**config.mk**
```make
export PLATFORM = sky130hd
export DESIGN_NAME = signed_integer_to_base_text_core
export DESIGN_NICKNAME = d
export VERILOG_FILES = /design/src/rtl/itbt_pkg.sv /design/src/rtl/signed_integer_to_base_text_core.sv /design/src/rtl/itbt_front.sv /design/src/rtl/itbt_back.sv
export SDC_FILE = /design/constraint.sdc
export NUM_CORES = 1
export LEC_CHECK = 0
export BUFFER_PORTS_ARGS = -buffer_cell sky130_fd_sc_hd__buf_2
export CAP_MARGIN = 20
export CORE_MARGIN = 2
export CORE_UTILIZATION = 55
export DETAILED_ROUTE_END_ITERATION = 6
export PLACE_DENSITY = 0.85
export RECOVER_POWER = 25
export SETUP_SLACK_MARGIN = 0.3
export SLEW_MARGIN = 20
export SYNTH_ARGS = -nofsm -noshare
export SYNTH_HDL_FRONTEND = slang
export SYNTH_HIERARCHICAL = 1
export SYNTH_SLANG_ARGS = --single-unit
export TNS_END_PERCENT = 50
```
**constraint.sdc**
```tcl
create_clock -name clk -period 15.47 [get_ports clk]
set_clock_uncertainty 0.05 [all_clocks]
set_input_delay 3.8675 -clock clk [delete_from_list [all_inputs] [get_ports clk]]
set_output_delay 3.8675 -clock clk [all_outputs]
set_load 0.1 [all_outputs]
```
**src/rtl/itbt_pkg.sv**
```systemverilog
// Shared constants and helper functions for the signed integer to base text block.
// No dependencies; the core, back end and testbench refer to it by scoped names.
`timescale 1ns / 1ps

package itbt_pkg;

  localparam int VALUE_BITS_DEFAULT = 32;
  localparam int RADIX_W            = 6;
  localparam int CHAR_W             = 7;
  // Dividend bits consumed per divider cycle.
  localparam int DIV_STEP           = 8;

  localparam logic [RADIX_W-1:0] RADIX_MIN   = 6'd2;
  localparam logic [RADIX_W-1:0] RADIX_MAX   = 6'd36;
  localparam logic [RADIX_W-1:0] RADIX_RESET = 6'd10;
  localparam logic [RADIX_W-1:0] DIGIT_TEN   = 6'd10;

  localparam logic [CHAR_W-1:0] CHAR_ZERO  = 7'h30;
  localparam logic [CHAR_W-1:0] CHAR_A     = 7'h61;
  localparam logic [CHAR_W-1:0] CHAR_MINUS = 7'h2d;

  function automatic logic [RADIX_W-1:0] clamp_radix(input logic [RADIX_W-1:0] v);
    logic [RADIX_W-1:0] r;
    if (v < RADIX_MIN) begin
      r = RADIX_MIN;
    end else if (v > RADIX_MAX) begin
      r = RADIX_MAX;
    end else begin
      r = v;
    end
    return r;
  endfunction

  function automatic logic [CHAR_W-1:0] digit_char(input logic [RADIX_W-1:0] d);
    logic [CHAR_W-1:0] c;
    if (d < DIGIT_TEN) begin
      c = CHAR_ZERO + {1'b0, d};
    end else begin
      c = CHAR_A + {1'b0, d - DIGIT_TEN};
    end
    return c;
  endfunction

endpackage

```
**src/rtl/signed_integer_to_base_text_core.sv**
```systemverilog
// Top level of the signed integer to base text block: radix register,
// front end with its queue and the divide-and-emit back end. Depends on itbt_pkg.
`timescale 1ns / 1ps

// Each item on the slave stream is a signed integer; the master stream returns its
// text in the current radix (2 to 36), one ASCII character per item, most significant
// first, with tlast on the final character. Negative values lead with '-', zero gives
// "0". Radix writes outside 2..36 are clamped; write it only while the block is idle.
// The back end fetches an item, produces each digit in the shared divider (eight
// dividend bits a cycle), then emits the characters as the master stream takes them.
// A two-item queue lets the next item be accepted while the current one is still
// being converted.
module signed_integer_to_base_text_core #(
  parameter int VALUE_BITS = itbt_pkg::VALUE_BITS_DEFAULT
) (
  input  logic                               clk,
  input  logic                               rst,
  input  logic                               cfg_wr_en,
  input  logic [itbt_pkg::RADIX_W-1:0]       cfg_wr_data,
  input  logic                               s_tvalid,
  output logic                               s_tready,
  // value (bits VALUE_BITS-1:0), zero padding above
  input  logic [((VALUE_BITS+7)/8)*8-1:0]    s_tdata,
  output logic                               m_tvalid,
  input  logic                               m_tready,
  // text_char (bits 6:0), zero padding in bit 7
  output logic [7:0]                         m_tdata,
  output logic                               m_tlast
);

  logic [itbt_pkg::RADIX_W-1:0] radix;
  logic                         q_valid;
  logic                         q_ready;
  logic                         q_neg;
  logic [VALUE_BITS-1:0]        q_mag;
  logic [itbt_pkg::CHAR_W-1:0]  out_char;

  always_ff @(posedge clk) begin
    if (rst) begin
      radix <= itbt_pkg::RADIX_RESET;
    end else if (cfg_wr_en) begin
      radix <= itbt_pkg::clamp_radix(cfg_wr_data);
    end
  end

  itbt_front #(
    .VALUE_BITS(VALUE_BITS)
  ) u_front (
    .clk      (clk),
    .rst      (rst),
    .in_valid (s_tvalid),
    .in_ready (s_tready),
    .in_value (s_tdata[VALUE_BITS-1:0]),
    .q_valid  (q_valid),
    .q_ready  (q_ready),
    .q_neg    (q_neg),
    .q_mag    (q_mag)
  );

  itbt_back #(
    .VALUE_BITS(VALUE_BITS)
  ) u_back (
    .clk       (clk),
    .rst       (rst),
    .radix     (radix),
    .q_valid   (q_valid),
    .q_ready   (q_ready),
    .q_neg     (q_neg),
    .q_mag     (q_mag),
    .out_valid (m_tvalid),
    .out_ready (m_tready),
    .out_char  (out_char),
    .out_last  (m_tlast)
  );

  assign m_tdata = {1'b0, out_char};

`ifndef SYNTHESIS
  a_radix_range: assert property (@(posedge clk) disable iff (rst)
    cfg_wr_en |=> (radix >= itbt_pkg::RADIX_MIN) && (radix <= itbt_pkg::RADIX_MAX))
    else $error("radix register left the range 2..36 after a write");

  a_minus_not_last: assert property (@(posedge clk) disable iff (rst)
    (m_tvalid && (m_tdata[6:0] == itbt_pkg::CHAR_MINUS)) |-> !m_tlast)
    else $error("minus sign marked as the last character");

  a_pop_when_output_done: assert property (@(posedge clk) disable iff (rst)
    (q_valid && q_ready) |-> !(m_tvalid && !m_tlast))
    else $error("new item fetched while a number is still being emitted");

  a_ready_after_reset: assert property (@(posedge clk) disable iff (rst)
    $past(rst) |-> s_tready)
    else $error("input not ready after reset");
`endif

endmodule

```
**src/rtl/itbt_front.sv**
```systemverilog
// Front end: accepts input items, splits them into sign and magnitude and
// holds them in a two-entry queue for the back end. Uses itbt_pkg nowhere directly.
`timescale 1ns / 1ps

module itbt_front #(
  parameter int VALUE_BITS = 32
) (
  input  logic                  clk,
  input  logic                  rst,
  input  logic                  in_valid,
  output logic                  in_ready,
  input  logic [VALUE_BITS-1:0] in_value,
  output logic                  q_valid,
  input  logic                  q_ready,
  output logic                  q_neg,
  output logic [VALUE_BITS-1:0] q_mag
);

  logic                  ent_neg [2];
  logic [VALUE_BITS-1:0] ent_mag [2];
  logic                  wr_ptr;
  logic                  rd_ptr;
  logic [1:0]            count;
  logic                  push;
  logic                  pop;
  logic                  neg;
  logic [VALUE_BITS-1:0] mag;

  assign in_ready = (count != 2'd2);
  assign q_valid  = (count != 2'd0);
  assign push     = in_valid && in_ready;
  assign pop      = q_valid && q_ready;

  // The magnitude of the most negative value is 2^(VALUE_BITS-1), which still
  // fits the same width when read as unsigned.
  assign neg = in_value[VALUE_BITS-1];
  assign mag = neg ? (~in_value + VALUE_BITS'(1)) : in_value;

  assign q_neg = ent_neg[rd_ptr];
  assign q_mag = ent_mag[rd_ptr];

  always_ff @(posedge clk) begin
    if (push) begin
      ent_neg[wr_ptr] <= neg;
      ent_mag[wr_ptr] <= mag;
    end
  end

  always_ff @(posedge clk) begin
    if (rst) begin
      wr_ptr <= 1'b0;
      rd_ptr <= 1'b0;
      count  <= 2'd0;
    end else begin
      if (push) begin
        wr_ptr <= ~wr_ptr;
      end
      if (pop) begin
        rd_ptr <= ~rd_ptr;
      end
      if (push && !pop) begin
        count <= count + 2'd1;
      end else if (pop && !push) begin
        count <= count - 2'd1;
      end
    end
  end

endmodule

```
**src/rtl/itbt_back.sv**
```systemverilog
// Back end: divides the magnitude repeatedly by the radix, stacks the digits
// and emits them most significant first. Depends on itbt_pkg.
`timescale 1ns / 1ps

module itbt_back #(
  parameter int VALUE_BITS = 32
) (
  input  logic                          clk,
  input  logic                          rst,
  input  logic [itbt_pkg::RADIX_W-1:0]  radix,
  input  logic                          q_valid,
  output logic                          q_ready,
  input  logic                          q_neg,
  input  logic [VALUE_BITS-1:0]         q_mag,
  output logic                          out_valid,
  input  logic                          out_ready,
  output logic [itbt_pkg::CHAR_W-1:0]   out_char,
  output logic                          out_last
);

  localparam int NSTEP   = (VALUE_BITS + itbt_pkg::DIV_STEP - 1) / itbt_pkg::DIV_STEP;
  localparam int MAG_W   = NSTEP * itbt_pkg::DIV_STEP;
  localparam int STEP_W  = (NSTEP > 1) ? $clog2(NSTEP) : 1;
  localparam int DEPTH   = VALUE_BITS;
  localparam int DEPTH_W = $clog2(DEPTH + 1);
  localparam int RW      = itbt_pkg::RADIX_W;

  typedef enum logic [1:0] {S_IDLE, S_DIV, S_SIGN, S_DIGITS} state_t;

  state_t             state;
  logic [MAG_W-1:0]   work;
  logic [RW-1:0]      rem;
  logic [STEP_W-1:0]  step;
  logic               neg;
  logic [RW-1:0]      stack [DEPTH];
  logic [DEPTH_W-1:0] depth;
  logic [MAG_W-1:0]   work_next;
  logic [RW-1:0]      rem_next;
  logic               out_free;
  logic               emit;

  assign q_ready  = (state == S_IDLE);
  assign out_free = !out_valid || out_ready;
  assign emit     = out_free && ((state == S_SIGN) || (state == S_DIGITS));

  // Eight restoring-division steps per cycle: the remainder stays below the
  // radix, so each step needs only a narrow compare and subtract. Quotient
  // bits shift in where dividend bits shift out.
  always_comb begin
    logic [RW:0] r;
    work_next = work;
    rem_next  = rem;
    for (int i = 0; i < itbt_pkg::DIV_STEP; i++) begin
      r         = {rem_next, work_next[MAG_W-1]};
      work_next = {work_next[MAG_W-2:0], 1'b0};
      if (r >= {1'b0, radix}) begin
        r            = r - {1'b0, radix};
        work_next[0] = 1'b1;
      end
      rem_next = r[RW-1:0];
    end
  end

  always_ff @(posedge clk) begin
    if (rst) begin
      state     <= S_IDLE;
      out_valid <= 1'b0;
      depth     <= '0;
      step      <= '0;
    end else begin
      if (emit) begin
        out_valid <= 1'b1;
      end else if (out_ready) begin
        out_valid <= 1'b0;
      end
      unique case (state)
        S_IDLE: begin
          if (q_valid) begin
            work  <= MAG_W'(q_mag);
            rem   <= '0;
            step  <= '0;
            neg   <= q_neg;
            depth <= '0;
            state <= S_DIV;
          end
        end
        S_DIV: begin
          if (step == STEP_W'(NSTEP - 1)) begin
            stack[0] <= rem_next;
            for (int i = 1; i < DEPTH; i++) begin
              stack[i] <= stack[i-1];
            end
            depth <= depth + DEPTH_W'(1);
            work  <= work_next;
            rem   <= '0;
            step  <= '0;
            if (work_next == '0) begin
              state <= neg ? S_SIGN : S_DIGITS;
            end
          end else begin
            work <= work_next;
            rem  <= rem_next;
            step <= step + STEP_W'(1);
          end
        end
        S_SIGN: begin
          if (out_free) begin
            out_char  <= itbt_pkg::CHAR_MINUS;
            out_last  <= 1'b0;
            state     <= S_DIGITS;
          end
        end
        S_DIGITS: begin
          if (out_free) begin
            out_char  <= itbt_pkg::digit_char(stack[0]);
            out_last  <= (depth == DEPTH_W'(1));
            for (int i = 0; i < DEPTH - 1; i++) begin
              stack[i] <= stack[i+1];
            end
            depth <= depth - DEPTH_W'(1);
            if (depth == DEPTH_W'(1)) begin
              state <= S_IDLE;
            end
          end
        end
        default: begin
          state <= S_IDLE;
        end
      endcase
    end
  end

endmodule

```
==> results.toml, run 1 <==
[setup_path]
cp.arrival_ns = 15.43
start_kind = "flip-flop"
worstPathRequired_ns = 15.72
max_stage_delay_ns = 0.44
reg2reg_depth = 73
crit_slowest_cell = "edfxtp_1"
critPathMaxFanout = 5
path_class = "reg2reg"
end_kind = "flip-flop"

[global_route]
grt.overflow.total = 0
grt_max_degree = 110
grt_first_pass_wirelength_mm = 61.7
antenna_found_initial = 0
grt_pass1_vias = 12400
grt.total_usage_pct = 22.7

[run_status]
run_status = "finished, violations left"
violations = "capacitance limit, slew limit"

[logic_synthesis]
synthFlopType = "edfxtp_1"
ys.warnings.count = 6
syn-num-nets = 1798
ys_seq_area_share_pct = 54.7
synth_top_cell_by_area = "edfxtp_1"
avgSynthCellArea_um2 = 10.4
synth_cell_types = 91
ys_ff_latch = 327
ys_top_cells_by_area = "edfxtp_1, nand2_1, mux2_2"
synthArstFlopShare_pct = 0
synth_cells = 1685
syn_area_um2 = 17500
synth_edf_count = 305
synth_top_area_share_pct = 52.2

[sta]
rsz0062_at_grt = "yes"
slew_violations = 102
slew-limit-headroom_pct = -29.0
hold_violations = 0
finalSetupTns_ns = 0
holdWs_ns = 0.403
worst_slew_pin_slew_ns = 1.94
fmax_mhz = 65.9
period_share_pct = 98.1
finalCriticalPeriod_ns = 15.18
setup_violations = 0

[floorplanning]
core_area_um2 = 31500
die_w_um = 183
fp.dieH_um = 183
dieArea_um2 = 33400
io_pins = 54
num_rows = 65
initial_core_util_pct = 55.8

[layout]
utilization_pct = 64.6
multi_input_area_um2 = 8100
final-seq-area_um2 = 9600
final_nets = 1900
diodes = 0
area_growth_syn_to_layout_pct = 15.9
drive_gt1_share_pct = 20.1
num-fill-cells = 2246

[routing]
routedWlPerCell_um = 17.7
drc_errors = 0
m1WireLength_mm = 16.8
drt_first_pass_iters = 5
vias = 12900
finalWirelength_mm = 39.1
route.met3.wl_mm = 2.26
met2_length_mm = 19.0
ant_nets = 0
drt_iter0_drc = 1256
highest_layer = "met4"
vias_per_cell = 5.83

[worst_hold_path]
hold_depth = 0
hp-class = "reg2reg"

[cts]
clock_latency_ns = 0.57
htreeDepth = 1
clk_pin_slew_ns = 0.07
cts_max_path_buffers = 3
cts_tree = "built"
clock_sink_count = 327
cts_made_buffers = 31
ctsHoldBuffers = 0
root_buffer = "clkbuf_16"

[flow_run]
maxCapViolCount = 3

[place]
place_congestion = 0.946
portBuffers = 52
place_hpwl_mm = 25.5
==> layer usage <==
metal,global-route usage [%],vias up
met5,0,-
met4,7.48,0
met3,3.17,89
met2,37.9,466
met1,30.8,6227
li1,-,6121
==> synth_stat cells (15+ instances only) <==
cell        n
nand2b_1   15
o21ai_0    47
edfxtp_1  305
nand2_1   595
dfxtp_1    22
inv_1      57
ha_1       62
nand3_1    18
a21oi_1    53
xnor2_1    54
mux2_2     71
clkbuf_1   56
nor2_1     66
==> registers in the layout, summed over array words and instances, names as in the netlist, named ones only <==
register	count
u_front/wr_ptr	1
u_back/work	32
u_front/rd_ptr	1
u_back/out_last	1
u_back/out_valid	1
u_back/step	2
u_back/neg	1
u_back/state	2
u_front/count	2
u_back/depth	6
u_back/rem	6
radix	6
u_front/ent_neg	2
u_back/out_char	7
u_front/ent_mag	64
u_back/stack	192
==> worst paths after layout <==
check | end | from | slack, ns
min reg2reg | u_back/stack[1][92] | u_back/stack[1][86] | 0.40
max | u_back/stack[0][0] | u_back/rem[1] | 0.29
max reg2reg | u_back/stack[0][0] | u_back/rem[1] | 0.29
min | u_back/stack[1][92] | u_back/stack[1][86] | 0.40
==> stage by stage <==
stage | setup WS [ns] | cells | instance area (um2)
global route | -0.170 | 2214 | 20300
finish | 0.289 | 2214 | 20300
floorplan | 0.271 | 1685 | 17900
global placement | 0.520 | 2114 | 18700
CTS | 0.328 | 2182 | 19800
detailed placement | -0.0352 | 2114 | 18700
==> layout by cell type (no fill, tap or decap), drive strengths merged, types with 4 or more instances in the layout <==
cell,n
a211o,4
a211oi,12
a21boi,6
a21o,13
a21oi,53
a311oi,4
a31oi,7
and2,4
and3,7
buf,129
bufinv,4
clkbuf,44
clkinv,15
dfxtp,22
edfxtp,305
fa,8
ha,62
inv,59
mux2,73
mux2i,14
nand2,596
nand2b,15
nand3,18
nand3b,7
nand4,8
nor2,67
nor2b,10
nor3,15
nor4,10
o211ai,10
o21a,10
o21ai,49
o31ai,8
o41ai,12
or2,4
or3,9
xnor2,54
xor2,13
==> timing repair <==
| item | 4_1_cts | 5_1_grt |
|---|---|---|
| pin swaps | 7 | 68 |
| resized for setup | 5 | 60 |
| setup buffers | 10 | 31 |
| endpoints found under the hold margin | 0 | 0 |
| endpoints found under the setup margin | 15 | 15 |
==> worst max-delay path, delay by kind of cell, from the launching register on <==
family | cells | cell delay [ns]
compound gates | 45 | 9.02
fa+ha+maj | 8 | 1.96
simple gates | 12 | 1.66
flops | 1 | 0.44
buf+inv | 3 | 0.32
mux | 5 | 1.41
==> layout make-up <==
cell class	count	share of cell area [%]
Timing Repair Buffer	136	4.36
Multi-Input combinational cell	1233	39.8
Clock inverter	21	1.05
Clock buffer	37	3.97
Inverter	58	1.12
Sequential cell	327	47.2
Tap cell	402	2.47
==> cell families after synthesis <==
family | count (synthesis) | share of synthesized area [%]
AOI/OAI and AO/OA | 227 | 9.29
xor gates and xnor gates | 67 | 3.34
adders and majority gates | 70 | 5.33
buffers and inverters | 125 | 2.84
DFF | 327 | 54.7
muxes | 87 | 5.53
other | 1 | 0.0214
and+or+nand+nor | 781 | 18.9
Power of run 1 is not shown: default switching activity piles up to over one toggle a cycle in this logic, so the estimate is an artifact.
==> inputs of run 2 (changes only) <==
--- a/config.mk
+++ b/config.mk
@@ -7,13 +7,15 @@
 export LEC_CHECK = 0
 export BUFFER_PORTS_ARGS = -buffer_cell sky130_fd_sc_hd__buf_2
 export CAP_MARGIN = 20
+export CELL_PAD_IN_SITES_DETAIL_PLACEMENT = 1
+export CELL_PAD_IN_SITES_GLOBAL_PLACEMENT = 2
 export CORE_MARGIN = 2
-export CORE_UTILIZATION = 55
+export CORE_UTILIZATION = 42
 export DETAILED_ROUTE_END_ITERATION = 6
-export PLACE_DENSITY = 0.85
+export PLACE_DENSITY = 0.9
 export RECOVER_POWER = 25
 export SETUP_SLACK_MARGIN = 0.3
-export SLEW_MARGIN = 20
+export SLEW_MARGIN = 25
 export SYNTH_ARGS = -nofsm -noshare
 export SYNTH_HDL_FRONTEND = slang
 export SYNTH_HIERARCHICAL = 1
==> constraint.sdc (replaced) <==
create_clock -name clk -period 16.2 [get_ports clk]
set_clock_uncertainty 0.05 [all_clocks]
set_input_delay 4.05 -clock clk [delete_from_list [all_inputs] [get_ports clk]]
set_output_delay 4.05 -clock clk [all_outputs]
set_load 0.1 [all_outputs]
==> results.toml, run 2 (synthesis gave the netlist of run 1 again) <==
[setup_path]
start_kind = "flip-flop"
cp-endpoint = "u_back/stack[0][0]"
reg2reg_slack_ns = 0.38
r2r-end = "u_back/stack[0][0]"
max_stage_delay_ns = 0.50
cp.arrival_ns = 16.03
worstReg2RegStart = "u_back/rem[2]"
worstPathRequired_ns = 16.42
end_kind = "flip-flop"
crit_start = "u_back/rem[2]"
crit_slowest_cell = "ha_1"
path_class = "reg2reg"
reg2reg_depth = 75
critPathMaxFanout = 5

[layout]
final_nets = 1912
area_growth_syn_to_layout_pct = 17.5
utilization_pct = 50.3
diodes = 0
largest-register = "u_back/stack"
largestRegisters = "u_back/stack x192, u_front/ent_mag x64, u_back/work x32"
largest_register_ffs = 192
drive_gt1_share_pct = 19.5
final_common_cell = "nand2_1"
final_cell_mix = "nand2_1, edfxtp_1, buf_4"

[sta]
slew_violations = 146
slew-limit-headroom_pct = -37.3
hold_violations = 0
setup_violations = 0
finalCriticalPeriod_ns = 15.82
period_share_pct = 97.6
worst_slew_pin_slew_ns = 2.06
finalSetupTns_ns = 0
fmax_mhz = 63.2

[routing]
drc_errors = 0
drt_iter0_drc = 657
routedWlPerCell_um = 19.1
ant_nets = 0
vias_per_cell = 5.47
finalWirelength_mm = 45.1
drt_first_pass_iters = 4
vias = 12900

[global_route]
grt.total_usage_pct = 20.4
grt_pass1_vias = 13700
grt_max_degree = 109
grt.overflow.total = 0
grt_first_pass_wirelength_mm = 71.6
antenna_found_initial = 0

[run_status]
run_status = "finished, violations left"
violations = "capacitance limit, slew limit"

[place]
place_hpwl_mm = 30.0
portBuffers = 52
place_congestion = 0.907

[cts]
clk_pin_slew_ns = 0.06
root_buffer = "clkbuf_16"
cts_made_buffers = 38
clock_sink_count = 327
cts_max_path_buffers = 3
htreeDepth = 2
cts_tree = "built"
clock_latency_ns = 0.55

[floorplanning]
die_w_um = 208
io_pins = 54
dieArea_um2 = 43400
fp.dieH_um = 208
initial_core_util_pct = 42.8
core_area_um2 = 41000
num_rows = 74

[worst_hold_path]
hp-class = "reg2reg"

[flow_run]
maxCapViolCount = 5
run 2: changes by cell type in the layout (fill, tap and decap cells not counted), sizes merged:
cell	delta
clkinvlp	-1
clkinv	+2
clkbuf	+10
buf	+5
run 2: worst min path at each step:
stage	start	cells past startpoint	endpoint
global route	u_back/stack[1][84]	0	u_back/stack[1][90]
finish	u_back/stack[1][85]	0	u_back/stack[1][91]
CTS	u_back/stack[1][84]	0	u_back/stack[1][90]
detailed placement	u_back/stack[1][88]	0	u_back/stack[1][94]
floorplan	u_back/stack[1][84]	0	u_back/stack[1][90]
global placement	u_back/stack[1][84]	0	u_back/stack[1][90]
run 2: metrics by stage:
step | setup WS [ns] | std cells | cell area, um2 | hold slack (ns)
after floorplan | 0.341 | 1685 | 17600 | 0.376
after global placement | 0.328 | 2255 | 18700 | 0.385
after detailed placement | -0.255 | 2256 | 18700 | 0.400
after CTS | 0.306 | 2329 | 20100 | 0.411
after global routing | -0.327 | 2360 | 20600 | 0.416
final | 0.382 | 2360 | 20600 | 0.410
run 2: critical path: cells and delay by family, from the launching register on:
family / cells / cell delay, ns
AO/OA/AOI/OAI: 42 / 8.43
adder cells (fa/ha/maj): 8 / 2.48
AND/OR/NAND/NOR: 16 / 2.17
multiplexers: 4 / 1.31
buffers and inverters: 5 / 0.61
flip-flops: 1 / 0.44
run 2: layout make-up:
| class | count | area, um2 |
|---|---|---|
| inverter | 58 | 220 |
| multi-input combinational | 1233 | 7960 |
| tap | 532 | 666 |
| fill | 4468 | 20400 |
| sequential | 327 | 9600 |
| clock inverter | 22 | 210 |
| timing repair buffer | 141 | 967 |
| clock buffer | 47 | 1010 |
run 2: repair_timing:
action                                  CTS  global route
endpoints found under the setup margin   15            15
hold buffers                              0             0
endpoints found under the hold margin     0             0
resized for setup                        14            84
setup buffers                             4            31
pin swaps                                 4            47
run 2: routing by layer:
layer / routed length [um] / GRT usage (%) / up-vias / part of all wire, %
li1: - / - / 6156 / -
met1: 19000 / 25.2 / 6462 / 42
met2: 23200 / 36.4 / 207 / 52
met3: 1430 / 2.75 / 81 / 3.2
met4: 1380 / 7.34 / 0 / 3.1
met5: 0 / 0 / - / 0
Power of run 2 is left out for the same reason.
